`config.mk`:
```
export PLATFORM = sky130hd
export DESIGN_NAME = icmp_probe_reply_matcher
export DESIGN_NICKNAME = d
export VERILOG_FILES = /design/src/rtl/core/ipm_pkg.sv /design/src/rtl/core/ipm_front.sv /design/src/rtl/core/ipm_queue.sv /design/src/rtl/core/ipm_back.sv /design/src/rtl/core/icmp_probe_reply_matcher.sv
export SDC_FILE = /design/constraint.sdc
export NUM_CORES = 1
export LEC_CHECK = 0
export BUFFER_PORTS_ARGS = -buffer_cell sky130_fd_sc_hd__buf_4
export CAP_MARGIN = 0
export CELL_PAD_IN_SITES_DETAIL_PLACEMENT = 0
export CELL_PAD_IN_SITES_GLOBAL_PLACEMENT = 1
export CORE_ASPECT_RATIO = 1.4
export CORE_MARGIN = 8
export CORE_UTILIZATION = 45
export CTS_CLUSTER_DIAMETER = 30
export DETAILED_ROUTE_END_ITERATION = 10
export PLACE_DENSITY_LB_ADDON = 0.05
export SYNTH_ARGS = -nofsm -noshare
export SYNTH_HDL_FRONTEND = slang
export SYNTH_SLANG_ARGS = --single-unit
```
`constraint.sdc`:
```
create_clock -name clk -period 15 [get_ports clk]
set_clock_uncertainty 0.1 [all_clocks]
set_input_delay 4.5 -clock clk [delete_from_list [all_inputs] [get_ports clk]]
set_output_delay 4.5 -clock clk [all_outputs]
set_load 0.01 [all_outputs]
```
`src/rtl/core/ipm_pkg.sv`:
```
// Package for the ICMP probe reply matcher: widths, ICMP and IPv4 codes,
// register indexes and the structs passed between front, queue and back.
// No dependencies.
package ipm_pkg;

  // Bytes of each packet kept for matching; later bytes are dropped
  localparam int CAPTURE_BYTES = 64;
  localparam int COUNT_W       = $clog2(CAPTURE_BYTES + 1);
  // Offsets reach past the capture window (header + quoted header + 8)
  localparam int POS_W         = (COUNT_W > 8) ? COUNT_W : 8;

  localparam int QUEUE_DEPTH   = 2;
  localparam int QPTR_W        = $clog2(QUEUE_DEPTH);
  localparam int QCNT_W        = $clog2(QUEUE_DEPTH + 1);

  localparam int CFG_INDEX_W   = 3;
  localparam int CFG_DATA_W    = 16;
  localparam int IN_TDATA_W    = 8;
  localparam int OUT_TDATA_W   = 40;

  // Protocol codes and fixed offsets
  localparam logic [7:0] MSG_ECHO_REPLY     = 8'd0;
  localparam logic [7:0] MSG_ECHO_REQUEST   = 8'd8;
  localparam logic [7:0] ICMP_TIME_EXCEEDED = 8'd11;
  localparam logic [7:0] PROTO_UDP          = 8'd17;
  localparam logic [POS_W-1:0] MIN_LEN      = POS_W'(28);
  localparam logic [POS_W-1:0] QUOTE_MIN    = POS_W'(28);
  localparam logic [POS_W-1:0] ICMP_HDR_LEN = POS_W'(8);
  localparam logic [POS_W-1:0] PROTO_OFFSET = POS_W'(9);
  localparam logic [POS_W-1:0] SRC_ADDR_POS = POS_W'(12);
  localparam logic [15:0] PROBE_ID_RESET    = 16'h534D;

  // Configuration register indexes
  typedef enum logic [CFG_INDEX_W-1:0] {
    REG_ARMED             = 3'd0,
    REG_EXPECTED_SEQUENCE = 3'd1,
    REG_PROBE_IDENTIFIER  = 3'd2,
    REG_UDP_MODE          = 3'd3,
    REG_UDP_SOURCE_PORT   = 3'd4,
    REG_UDP_DEST_PORT     = 3'd5
  } ipm_reg_t;

  typedef struct packed {
    logic        armed;
    logic [15:0] expected_sequence;
    logic [15:0] probe_identifier;
    logic        udp_mode;
    logic [15:0] udp_source_port;
    logic [15:0] udp_dest_port;
  } ipm_cfg_t;

  // Fields pulled out of one packet by position
  typedef struct packed {
    logic [COUNT_W-1:0] n;            // captured length
    logic [5:0]         ihl;          // outer header length in bytes
    logic [7:0]         icmp_type;
    logic [15:0]        echo_id;
    logic [15:0]        echo_seq;
    logic [5:0]         qihl;         // quoted header length in bytes
    logic [7:0]         quoted_proto;
    logic [7:0][7:0]    inner;        // first 8 bytes after the quoted header
    logic [31:0]        src_addr;
  } ipm_rec_t;

  typedef struct packed {
    logic        matched;
    logic        reached_target;
    logic [31:0] hop_address;
  } ipm_result_t;

endpackage

```
`src/rtl/core/ipm_front.sv`:
```
// Front of the matcher: accepts packet bytes and captures header fields
// by position as they stream past. Depends on ipm_pkg.
module ipm_front (
  input  logic              clk,
  input  logic              rst,
  input  logic              byte_valid,
  input  logic [7:0]        byte_data,
  input  logic              byte_last,
  output logic              byte_ready,
  output logic              rec_push,
  output ipm_pkg::ipm_rec_t rec,
  input  logic              rec_full
);
  import ipm_pkg::*;

  logic [COUNT_W-1:0] byte_count;
  ipm_rec_t           fields;
  ipm_rec_t           fields_next;
  logic               accept;

  assign byte_ready = !rec_full;
  assign accept     = byte_valid && byte_ready;
  assign rec_push   = accept && byte_last;
  assign rec        = fields_next;

  // Work out where each field sits and capture the current byte
  always_comb begin
    logic             capture;
    logic [POS_W-1:0] pos;
    logic [5:0]       ihl_cur;
    logic [5:0]       qihl_cur;
    logic [POS_W-1:0] q_pos;
    logic [POS_W-1:0] r_pos;
    logic [POS_W-1:0] h_pos;
    capture  = byte_count < COUNT_W'(CAPTURE_BYTES);
    pos      = POS_W'(byte_count);
    ihl_cur  = (capture && byte_count == '0) ? {byte_data[3:0], 2'b00} : fields.ihl;
    h_pos    = POS_W'(ihl_cur);
    q_pos    = h_pos + ICMP_HDR_LEN;
    qihl_cur = (capture && pos == q_pos) ? {byte_data[3:0], 2'b00} : fields.qihl;
    r_pos    = q_pos + POS_W'(qihl_cur);

    fields_next      = fields;
    fields_next.ihl  = ihl_cur;
    fields_next.qihl = qihl_cur;
    fields_next.n    = capture ? COUNT_W'(byte_count + 1'b1) : byte_count;
    if (capture) begin
      if (pos == h_pos)                fields_next.icmp_type      = byte_data;
      if (pos == h_pos + POS_W'(4))    fields_next.echo_id[15:8]  = byte_data;
      if (pos == h_pos + POS_W'(5))    fields_next.echo_id[7:0]   = byte_data;
      if (pos == h_pos + POS_W'(6))    fields_next.echo_seq[15:8] = byte_data;
      if (pos == h_pos + POS_W'(7))    fields_next.echo_seq[7:0]  = byte_data;
      if (pos == q_pos + PROTO_OFFSET) fields_next.quoted_proto   = byte_data;
      for (int k = 0; k < 8; k++) begin
        if (pos == r_pos + POS_W'(k)) fields_next.inner[k] = byte_data;
      end
      if (pos == SRC_ADDR_POS)              fields_next.src_addr[31:24] = byte_data;
      if (pos == SRC_ADDR_POS + POS_W'(1))  fields_next.src_addr[23:16] = byte_data;
      if (pos == SRC_ADDR_POS + POS_W'(2))  fields_next.src_addr[15:8]  = byte_data;
      if (pos == SRC_ADDR_POS + POS_W'(3))  fields_next.src_addr[7:0]   = byte_data;
    end
  end

  // Advance the byte position, restart at the end of a packet
  always_ff @(posedge clk) begin
    if (rst) begin
      byte_count <= '0;
    end else if (accept) begin
      byte_count <= byte_last ? '0 : fields_next.n;
    end
  end

  // Hold captured fields
  always_ff @(posedge clk) begin
    if (accept) begin
      fields <= fields_next;
    end
  end

  a_count_range: assert property (@(posedge clk) disable iff (rst)
    byte_count <= COUNT_W'(CAPTURE_BYTES))
    else $error("byte position beyond capture window");

  a_restart: assert property (@(posedge clk) disable iff (rst)
    accept && byte_last |=> byte_count == '0)
    else $error("byte position not restarted after last byte");

endmodule

```
`src/rtl/core/ipm_queue.sv`:
```
// Short queue of captured packet records between front and back.
// Depends on ipm_pkg.
module ipm_queue (
  input  logic              clk,
  input  logic              rst,
  input  logic              push,
  input  ipm_pkg::ipm_rec_t push_rec,
  output logic              full,
  input  logic              pop,
  output logic              head_valid,
  output ipm_pkg::ipm_rec_t head
);
  import ipm_pkg::*;

  ipm_rec_t           entries [QUEUE_DEPTH];
  logic [QPTR_W-1:0]  wr_ptr;
  logic [QPTR_W-1:0]  rd_ptr;
  logic [QCNT_W-1:0]  count;
  logic               do_push;
  logic               do_pop;

  assign full       = count == QCNT_W'(QUEUE_DEPTH);
  assign head_valid = count != '0;
  assign head       = entries[rd_ptr];
  assign do_push    = push && !full;
  assign do_pop     = pop && head_valid;

  // Advance pointers and occupancy
  always_ff @(posedge clk) begin
    if (rst) begin
      wr_ptr <= '0;
      rd_ptr <= '0;
      count  <= '0;
    end else begin
      if (do_push) begin
        wr_ptr <= (wr_ptr == QPTR_W'(QUEUE_DEPTH - 1)) ? '0 : QPTR_W'(wr_ptr + 1'b1);
      end
      if (do_pop) begin
        rd_ptr <= (rd_ptr == QPTR_W'(QUEUE_DEPTH - 1)) ? '0 : QPTR_W'(rd_ptr + 1'b1);
      end
      count <= QCNT_W'(count + QCNT_W'(do_push) - QCNT_W'(do_pop));
    end
  end

  // Store the pushed record
  always_ff @(posedge clk) begin
    if (do_push) begin
      entries[wr_ptr] <= push_rec;
    end
  end

  a_no_overflow: assert property (@(posedge clk) disable iff (rst)
    !(push && full))
    else $error("packet record pushed into full queue");

endmodule

```
`src/rtl/core/ipm_back.sv`:
```
// Back of the matcher: checks a captured record against the probe settings
// and holds the verdict in the output register. Depends on ipm_pkg.
module ipm_back (
  input  logic                 clk,
  input  logic                 rst,
  input  ipm_pkg::ipm_cfg_t    cfg,
  input  logic                 head_valid,
  input  ipm_pkg::ipm_rec_t    head,
  output logic                 pop,
  output logic                 res_valid,
  output ipm_pkg::ipm_result_t res,
  input  logic                 res_ready
);
  import ipm_pkg::*;

  ipm_result_t verdict;
  logic        load;

  assign load = head_valid && (!res_valid || res_ready);
  assign pop  = load;

  // Apply length checks and field compares
  always_comb begin
    logic [POS_W-1:0] n;
    logic [POS_W-1:0] q_pos;
    logic [POS_W-1:0] r_pos;
    logic             long_enough;
    logic             reply_ok;
    logic             quote_ok;
    logic             quote_long;
    logic             hit;
    n           = POS_W'(head.n);
    q_pos       = POS_W'(head.ihl) + ICMP_HDR_LEN;
    r_pos       = q_pos + POS_W'(head.qihl);
    long_enough = (n >= MIN_LEN) && (n >= q_pos);
    reply_ok    = (head.icmp_type == MSG_ECHO_REPLY) &&
                  (head.echo_id == cfg.probe_identifier) &&
                  (head.echo_seq == cfg.expected_sequence);
    quote_long  = (n >= q_pos + QUOTE_MIN) && (n >= r_pos + ICMP_HDR_LEN);
    if (cfg.udp_mode) begin
      quote_ok = (head.quoted_proto == PROTO_UDP) &&
                 ({head.inner[0], head.inner[1]} == cfg.udp_source_port) &&
                 ({head.inner[2], head.inner[3]} == cfg.udp_dest_port);
    end else begin
      quote_ok = (head.inner[0] == MSG_ECHO_REQUEST) &&
                 ({head.inner[4], head.inner[5]} == cfg.probe_identifier) &&
                 ({head.inner[6], head.inner[7]} == cfg.expected_sequence);
    end
    hit = cfg.armed && long_enough &&
          (reply_ok || ((head.icmp_type == ICMP_TIME_EXCEEDED) && quote_long && quote_ok));
    verdict.matched        = hit;
    verdict.reached_target = hit && reply_ok;
    verdict.hop_address    = hit ? head.src_addr : '0;
  end

  // Hold the result until taken
  always_ff @(posedge clk) begin
    if (rst) begin
      res_valid <= 1'b0;
    end else if (load) begin
      res_valid <= 1'b1;
    end else if (res_ready) begin
      res_valid <= 1'b0;
    end
  end

  always_ff @(posedge clk) begin
    if (load) begin
      res <= verdict;
    end
  end

  a_unmatched_clear: assert property (@(posedge clk) disable iff (rst)
    res_valid && !res.matched |-> res.hop_address == '0 && !res.reached_target)
    else $error("unmatched result carries address or target flag");

  a_pop_when_free: assert property (@(posedge clk) disable iff (rst)
    pop |=> res_valid)
    else $error("record taken from queue without result held");

endmodule

```
`src/rtl/core/icmp_probe_reply_matcher.sv`:
```
// Result path: the last accepted byte of a packet queues its record, and the
// back registers the verdict when the output is free; other bytes give none.
// Throughput: one byte per cycle; s_tready falls only while the two-entry
// record queue is full because the output register is stalled.
// Reset: clears byte position, queue, output valid and registers to defaults.
// Top level: configuration registers plus front, queue and back. Uses ipm_pkg.
module icmp_probe_reply_matcher (
  input  logic                                clk,
  input  logic                                rst,
  input  logic                                s_tvalid,
  output logic                                s_tready,
  input  logic [ipm_pkg::IN_TDATA_W-1:0]      s_tdata,   // [7:0] data_byte
  input  logic                                s_tlast,   // last_byte
  output logic                                m_tvalid,
  input  logic                                m_tready,
  output logic [ipm_pkg::OUT_TDATA_W-1:0]     m_tdata,   // [0] matched,
                                                         // [1] reached_target,
                                                         // [33:2] hop_address
  input  logic                                cfg_valid,
  output logic                                cfg_ready,
  input  logic [ipm_pkg::CFG_INDEX_W-1:0]     cfg_index,
  input  logic [ipm_pkg::CFG_DATA_W-1:0]      cfg_data
);
  import ipm_pkg::*;

  ipm_cfg_t    cfg;
  logic        rec_push;
  ipm_rec_t    rec;
  logic        rec_full;
  logic        head_valid;
  ipm_rec_t    head;
  logic        pop;
  ipm_result_t res;

  assign cfg_ready = 1'b1;

  // Write configuration registers; unknown indexes are dropped
  always_ff @(posedge clk) begin
    if (rst) begin
      cfg.armed             <= 1'b0;
      cfg.expected_sequence <= '0;
      cfg.probe_identifier  <= PROBE_ID_RESET;
      cfg.udp_mode          <= 1'b0;
      cfg.udp_source_port   <= '0;
      cfg.udp_dest_port     <= '0;
    end else if (cfg_valid && cfg_ready) begin
      case (cfg_index)
        REG_ARMED:             cfg.armed             <= cfg_data[0];
        REG_EXPECTED_SEQUENCE: cfg.expected_sequence <= cfg_data;
        REG_PROBE_IDENTIFIER:  cfg.probe_identifier  <= cfg_data;
        REG_UDP_MODE:          cfg.udp_mode          <= cfg_data[0];
        REG_UDP_SOURCE_PORT:   cfg.udp_source_port   <= cfg_data;
        REG_UDP_DEST_PORT:     cfg.udp_dest_port     <= cfg_data;
        default: ;
      endcase
    end
  end

  ipm_front u_front (
    .clk        (clk),
    .rst        (rst),
    .byte_valid (s_tvalid),
    .byte_data  (s_tdata),
    .byte_last  (s_tlast),
    .byte_ready (s_tready),
    .rec_push   (rec_push),
    .rec        (rec),
    .rec_full   (rec_full)
  );

  ipm_queue u_queue (
    .clk        (clk),
    .rst        (rst),
    .push       (rec_push),
    .push_rec   (rec),
    .full       (rec_full),
    .pop        (pop),
    .head_valid (head_valid),
    .head       (head)
  );

  ipm_back u_back (
    .clk        (clk),
    .rst        (rst),
    .cfg        (cfg),
    .head_valid (head_valid),
    .head       (head),
    .pop        (pop),
    .res_valid  (m_tvalid),
    .res        (res),
    .res_ready  (m_tready)
  );

  // Pack the result, zero-filled to whole bytes
  assign m_tdata = {6'b0, res.hop_address, res.reached_target, res.matched};

endmodule

```
Word-level counts from Yosys, hierarchy flattened
Memory sizes are Yosys's and may differ from the RTL's. A register that Yosys moved wholly into a read port is not among the register bits.
Index checks and enable logic that the tools add are counted.
- $add $sub $neg: 23
- order comparisons: 5
- equality and inequality tests: 34
- mux-type cells: 33
- reduce and logical (&&, ||, !) cells: 35
- operator list (kind ; number):
    8-bit two-way mux ; 18
    7-bit by 8-bit equality test with 1-bit output ; 14
    104-bit two-way mux ; 1
    16-bit equality test ; 6
    40-bit two-way mux ; 1
    8-bit by 3-bit adder with 8-bit output, second input constant ; 4
    6-bit by 3-bit adder with 7-bit output, second input constant ; 4
    7-bit by 4-bit equality test with 1-bit output, second input constant ; 4
    7-bit by 8-bit greater-or-equal comparator with 1-bit output ; 3
    1-bit logical AND ; 20
    8-bit by 2-bit adder with 8-bit output, second input constant ; 2
    8-bit by 4-bit adder with 8-bit output, second input constant ; 2
    8-bit by 6-bit adder with 8-bit output ; 2
    8-bit by 4-bit equality test with 1-bit output, second input constant ; 2
    6-bit by 4-bit adder with 7-bit output, second input constant ; 2
    7-bit two-way mux ; 2
    6-bit two-way mux ; 2
    2-bit AND reduction ; 6
    1-bit two-way mux ; 9
    8-bit by 1-bit adder with 8-bit output, second input constant ; 1
    8-bit by 5-bit adder with 8-bit output, second input constant ; 1
    8-bit by 5-bit equality test with 1-bit output, second input constant ; 1
    8-bit logical NOT ; 1
    7-bit by 1-bit adder with 7-bit output, second input constant ; 1
    15 further kinds ; 21
- register bits: 268
- memory bits (writable): 326
- bits of input ports: 33
- output and inout port bits: 43
- logic and storage cells: 160
- memories kept: 1
- memories (memory ; words ; width ; rd ports ; clocked after Yosys merged registers in ; write ports ; RTL line ; RTL):
    u_queue.entries ; 2 ; 163 ; 1 ; 1 ; 1 ; ipm_queue.sv:15 ; ipm_rec_t entries [QUEUE_DEPTH];

Logic depth before layout (Yosys ltp)
- depth in word-level cells: 12
- depth in mapped cells: 25
- gate-level depth less buffers: 22

Modules after synthesis
From an unflattened synthesis, not the netlist that was laid out.
- cells, all modules: 1785
- area total of the unflattened synthesis: 27707.8 sq um
- modules (own cells, without submodules) (module ; times used ; cells an instance ; area an instance (sq um) ; seq. area each (sq um)):
    ipm_queue ; 1 ; 534 ; 12266.8 ; 9889.5
    ipm_front ; 1 ; 685 ; 9351.5 ; 4824.6
    ipm_back ; 1 ; 308 ; 3311.9 ; 1041.0
    icmp_probe_reply_matcher ; 1 ; 258 ; 2777.7 ; 1321.3

Least setup slack after synthesis
No wires, ideal clock.
- kind: input port to flip-flop
- start: in s_tvalid
- end: mem u_queue.entries[0][0] (netlist name) (enable)
- arrival time: 15.223 ns
- data required time: 14.213 ns
- path slack: -1.010 ns
- stages: 4
- path through: nand2_1 > inv_1 > nand2_1 > nor2_1
- longest elaborated chain between the ends: 5
- ends and longest elaborated chain (element ; RTL line ; RTL):
    from (decl) ; icmp_probe_reply_matcher.sv:10 ; input logic s_tvalid,
    1-bit logical AND ; ipm_front.sv:22 ; assign accept = byte_valid && byte_ready;
    named net u_front.accept ; ipm_front.sv:19 ; logic accept;
    1-bit logical AND ; ipm_front.sv:23 ; assign rec_push = accept && byte_last;
    1-bit logical AND ; ipm_queue.sv:25 ; assign do_push = push && !full;
    1-bit two-way mux ; ipm_queue.sv:47 ; if (do_push) begin
    1-bit two-way mux (implied by the code) ; ipm_queue.sv:48 ; entries[wr_ptr] <= push_rec;
    to (decl) ; ipm_queue.sv:15 ;
The timed path passes the listed nets, and every way through them passes these cells.

==> impl_results.html <==
<table>
<tr><th>Metric</th><th>Value</th></tr>
<tr><th colspan="2">Critical path</th></tr>
<tr><td>Cell count along the critical path</td><td>19</td></tr>
<tr><td>End point of the critical path</td><td>u_queue.entries[1][46]</td></tr>
<tr><td>Library cell appearing most often on the critical path</td><td>nor3_1</td></tr>
<tr><td>Data arrival time of the critical path</td><td>10690 ps</td></tr>
<tr><td>CP cell instances</td><td>buf_4, inv_1, nor3_1, a21oi_1, inv_1, ha_1, xor2_1, nor3_1, nor2b_1, ha_1, fa_1, a211oi_1, or3b_1, nand4_1, nor3_1, a211oi_1, o41ai_1, nand4_1, mux2_2</td></tr>
<tr><td>Highest-delay cell along the critical path</td><td>nor3_1</td></tr>
<tr><td>Setup slack on the worst flop-to-flop path</td><td>7180 ps</td></tr>
<tr><td>Critical Path Sink Type</td><td>flip-flop</td></tr>
<tr><td>Startpoint-to-endpoint class of the critical path</td><td>in2reg</td></tr>
<tr><td>Worst Reg2Reg Path Length in Cells</td><td>21</td></tr>
<tr><td>Startpoint Class</td><td>primary input</td></tr>
<tr><td>R2R Path End</td><td>u_queue.entries[1][46]</td></tr>
<tr><td>Critical-path maximum fanout</td><td>15</td></tr>
<tr><td>Crit-path max cell delay</td><td>700 ps</td></tr>
<tr><td>Source of the worst register-to-register timing path</td><td>u_front.byte_count[0]</td></tr>
<tr><td>CP bufs+invs</td><td>3</td></tr>
<tr><td>Top Family by Delay on Critical Path</td><td>simple AND/OR/NAND/NOR gates</td></tr>
<tr><td>Data required time of the critical path</td><td>15280 ps</td></tr>
<tr><td>Beginning of the critical path</td><td>s_tdata[2]</td></tr>
<tr><th colspan="2">Placement</th></tr>
<tr><td>Weighted congestion at the end of routability-driven global placement</td><td>0.814</td></tr>
<tr><td>Count of buffers inserted at the top-level ports</td><td>68</td></tr>
<tr><td>Placed insts</td><td>approximately 2600</td></tr>
<tr><td>DP Wirelength</td><td>42100 µm</td></tr>
<tr><td>Post-Place Setup Slack</td><td>3940 ps</td></tr>
<tr><td>Instance area after placement</td><td>approximately 27000 µm²</td></tr>
<tr><th colspan="2">Detailed routing</th></tr>
<tr><td>Routed vias</td><td>around 15000</td></tr>
<tr><td>Number of DRC violations after detailed-routing iteration 0</td><td>roughly 1000</td></tr>
<tr><td>Routed via count divided by cell count</td><td>approximately 5.4</td></tr>
<tr><td>Average wire per cell in the routed design</td><td>23.4 µm</td></tr>
<tr><td>Number of antenna-violating nets in the routed design</td><td>0</td></tr>
<tr><td>Total iterations of the first detailed-routing run</td><td>5</td></tr>
<tr><td>DRC violations left</td><td>0</td></tr>
<tr><td>Post-detailed-routing wire length</td><td>65300 µm</td></tr>
<tr><th colspan="2">Yosys</th></tr>
<tr><td>Library cell with the highest instance count after synthesis</td><td>edfxtp_1</td></tr>
<tr><td>Number of warnings reported in the yosys synthesis log</td><td>0</td></tr>
<tr><td>Largest cells by area after synthesis</td><td>edfxtp_1, mux2_2, dfxtp_1, mux2i_1, xnor2_1</td></tr>
<tr><td>Primary FF master, synth</td><td>edfxtp_1</td></tr>
<tr><td>Total of flip-flops plus latches after synthesis</td><td>595</td></tr>
<tr><td>Async S/R FF share, synth</td><td>0%</td></tr>
<tr><td>Cells after synthesis</td><td>approximately 1800</td></tr>
<tr><td>Leading area contributor after synthesis</td><td>edfxtp_1</td></tr>
<tr><td>Mean post-synth cell area</td><td>~14 µm²</td></tr>
<tr><td>Fraction of the yosys area taken by sequential cells</td><td>roughly two thirds</td></tr>
<tr><td>Distinct cell type count of the synthesized netlist</td><td>73</td></tr>
<tr><td>EDFF count, synth</td><td>between 500 and 600</td></tr>
<tr><td>Fraction of synthesized cell area taken by the top area cell type</td><td>59.2%</td></tr>
<tr><td>Leading post-synthesis cells by instance count</td><td>edfxtp_1, nand2_1, mux2_2</td></tr>
<tr><td>Post-synthesis instance area</td><td>roughly 26000 µm²</td></tr>
<tr><th colspan="2">Clock tree</th></tr>
<tr><td>Post-cts sizing count</td><td>0</td></tr>
<tr><td>Worst-path clk slew</td><td>50 ps</td></tr>
<tr><td>CTS H-tree lvls</td><td>3</td></tr>
<tr><td>Maximum number of buffers from clock root to sink</td><td>3</td></tr>
<tr><td>Clk sink count</td><td>just under 600</td></tr>
<tr><td>Clock tree from TritonCTS</td><td>built</td></tr>
<tr><td>Worst-skew pair later-pin latency</td><td>640 ps</td></tr>
<tr><td>Master cell of the clock root buffer</td><td>clkbuf_16</td></tr>
<tr><td>Post-CTS Setup Bufs</td><td>0</td></tr>
<tr><td>Hold-fix buffers, CTS</td><td>0</td></tr>
<tr><td>Total CTS buffers</td><td>109</td></tr>
<tr><th colspan="2">Final layout</th></tr>
<tr><td>Fraction of final layout cells with drive strength greater than 1</td><td>22.0%</td></tr>
<tr><td>Layout overhead on the synthesized area</td><td>18.8%</td></tr>
<tr><td>Count of non-filler cells in the finished layout</td><td>2788</td></tr>
<tr><td>Fill count</td><td>between 4000 and 5000</td></tr>
<tr><td>Count of inserted antenna diode cells</td><td>0</td></tr>
<tr><td>Final std cell area, no fill</td><td>31100 µm²</td></tr>
<tr><td>Share of the core filled with cells</td><td>54.0%</td></tr>
<tr><td>Nets</td><td>a little over 2000</td></tr>
<tr><th colspan="2">Floorplanning</th></tr>
<tr><td>Die width</td><td>220 µm</td></tr>
<tr><td>Boundary pin count</td><td>76</td></tr>
<tr><td>Starting density of the core</td><td>between 40% and 50%</td></tr>
<tr><td>Die Ht</td><td>301 µm</td></tr>
<tr><td>Area of the core</td><td>57500 µm²</td></tr>
<tr><td>Overall die area</td><td>66200 µm²</td></tr>
<tr><td>Site row count</td><td>104</td></tr>
<tr><th colspan="2">Global route</th></tr>
<tr><td>Global-route wire length before repair</td><td>98100 µm</td></tr>
<tr><td>Grt ovf</td><td>0</td></tr>
<tr><td>Overall global routing resource usage</td><td>19.7%</td></tr>
<tr><td>Number of antenna violations at the first check in global routing</td><td>2</td></tr>
<tr><td>Maximum number of pins on one net before global-route repair</td><td>98</td></tr>
<tr><td>Via count of the first global-routing pass</td><td>15689</td></tr>
<tr><th colspan="2">Power</th></tr>
<tr><td>Fraction of power consumed by combinational cells</td><td>20.5%</td></tr>
<tr><td>Worst-case vdd ir drop</td><td>0.110 mV</td></tr>
<tr><td>Share of power burned in registers</td><td>37.7%</td></tr>
<tr><td>Net switching power</td><td>1.65 mW</td></tr>
<tr><td>Post-route total power</td><td>5.80 mW</td></tr>
<tr><td>Part of the total power dissipated in the clock network</td><td>41.8%</td></tr>
<tr><td>Power per cell area</td><td>187 nW/µm²</td></tr>
<tr><td>Fraction of power spent switching nets</td><td>28.4%</td></tr>
<tr><td>Internal power contribution</td><td>just over 4 mW</td></tr>
<tr><td>Cell leakage power</td><td>11.0 nW</td></tr>
<tr><th colspan="2">Run</th></tr>
<tr><td>Max-cap violation count</td><td>0</td></tr>
<tr><th colspan="2">STA</th></tr>
<tr><td>Setup slack of the critical path after layout</td><td>~4600 ps</td></tr>
<tr><td>Final count of hold timing violations</td><td>0</td></tr>
<tr><td>Post-Route Setup TNS</td><td>0 ps</td></tr>
<tr><td>Max-slew violation total from the final report</td><td>0</td></tr>
<tr><td>Min Tclk post-route</td><td>10410 ps</td></tr>
<tr><td>Worst Hold Margin</td><td>365 ps</td></tr>
<tr><td>RSZ-0062 raised after global routing</td><td>no</td></tr>
<tr><td>Final setup vio count</td><td>0</td></tr>
<tr><td>Worst slew pin tran</td><td>1180 ps</td></tr>
<tr><td>Max frequency</td><td>96.0 MHz</td></tr>
<tr><td>Final clock period utilization by the worst path</td><td>~69%</td></tr>
<tr><td>Relative slew slack</td><td>21.2%</td></tr>
<tr><th colspan="2">Worst hold path</th></tr>
<tr><td>Worst hold-check path type</td><td>reg2reg</td></tr>
<tr><td>Number of stages on the worst hold path</td><td>2</td></tr>
<tr><th colspan="2">Run status</th></tr>
<tr><td>Run status</td><td>completed</td></tr>
</table>
## cells in the final DEF (no fill, tap or decap), drive strengths merged, types with 4 or more instances in the layout
| master | instances |
|---|---|
| and3 | 8 |
| nand2 | 177 |
| nor2 | 76 |
| a31oi | 6 |
| buf | 82 |
| nor2b | 9 |
| nand3b | 11 |
| inv | 60 |
| xor2 | 53 |
| xnor2 | 95 |
| o21a | 5 |
| nand3 | 29 |
| dfxtp | 79 |
| a21o | 14 |
| mux2i | 135 |
| conb | 7 |
| nor3b | 4 |
| edfxtp | 516 |
| nor3 | 27 |
| clkinv | 41 |
| mux2 | 163 |
| ha | 65 |
| o21bai | 4 |
| nor4 | 23 |
| and2 | 5 |
| clkinvlp | 11 |
| nand2b | 5 |
| or3 | 8 |
| a22oi | 5 |
| clkbuf | 122 |
| o21ai | 28 |
| bufinv | 11 |
| nand4 | 24 |
| a21oi | 88 |
| or2 | 4 |
| nor4b | 5 |
| a211oi | 4 |
## final cells by class
type	instances	area, µm²	area share, %
Multi-Input combinational cell	1124	8600	27.7
Sequential cell	595	17100	54.9
Tap cell	742	928	2.99
Timing Repair Buffer	82	628	2.02
Clock buffer	122	2850	9.17
Clock inverter	82	842	2.71
Inverter	41	159	0.511
## per-layer routing
layer / routed length (µm) / global-route usage [%] / vias up
met3: 2750 / 3.27 / 108
met1: 26900 / 24.2 / 7483
met5: 13 / 0 / -
met2: 34000 / 34.7 / 298
met4: 1620 / 6.66 / 2
li1: - / - / 7067
## worst register-to-register path, stage by stage, from the launching register on
cell and delay, ps:
dfxtp_1 440, inv_1 210, ha_1 210, or3b_2 510
nor2_1 250, mux2_2 480, inv_1 220, mux2i_4 140
nor4_1 430, nand2_1 80, nor3_1 640, nor2b_1 220
ha_1 310, fa_1 410, a211oi_1 350, or3b_1 240
nand4_1 300, nor3_1 350, a211oi_1 160, o41ai_1 430
nand4_1 580, mux2_2 520
## sequential cells by signal, summed over array words and instances (netlist names), named ones only
register,cells
u_back.res_valid,1
u_front.byte_count,7
u_queue.count,2
u_queue.entries,326
u_back.res,34
u_front.fields,156
u_queue.wr_ptr,1
cfg,66
u_queue.rd_ptr,1
## worst min-delay path by stage
| stage | start | endpoint |
|---|---|---|
| 2_1_floorplan | cfg[0] | cfg[0] |
| 3_3_place_gp | cfg[14] | cfg[14] |
| 3_5_place_dp | cfg[14] | cfg[14] |
| 4_1_cts | cfg[14] | cfg[14] |
| 5_1_grt | cfg[1] | cfg[1] |
| 6_report | cfg[14] | cfg[14] |
## kinds of logic (layout without fill, tap and decap cells)
kind of cell	count (synthesis)	after routing	synth area share, %
XOR/XNOR	150	150	5.21
AND/OR/NAND/NOR	427	427	7.98
multiplexers	298	298	12.2
flip-flops	595	595	65.2
AO/OA/AOI/OAI	175	175	4.01
other	2	7	0.0287
buffers and inverters	115	327	2.04
adder cells (fa/ha/maj)	67	67	3.26
## power by group through the flow
stage               combinational [mW]  clock [mW]  sequential, mW
finish                            1.19        2.43            2.18
global route                      1.31        2.54            2.21
CTS                               1.21        2.47            2.19
detailed placement                1.20           0            2.22
global placement                  1.19           0            2.21
floorplan                        0.854           0            2.21
No activity file was read; power rests on OpenSTA's default activity.
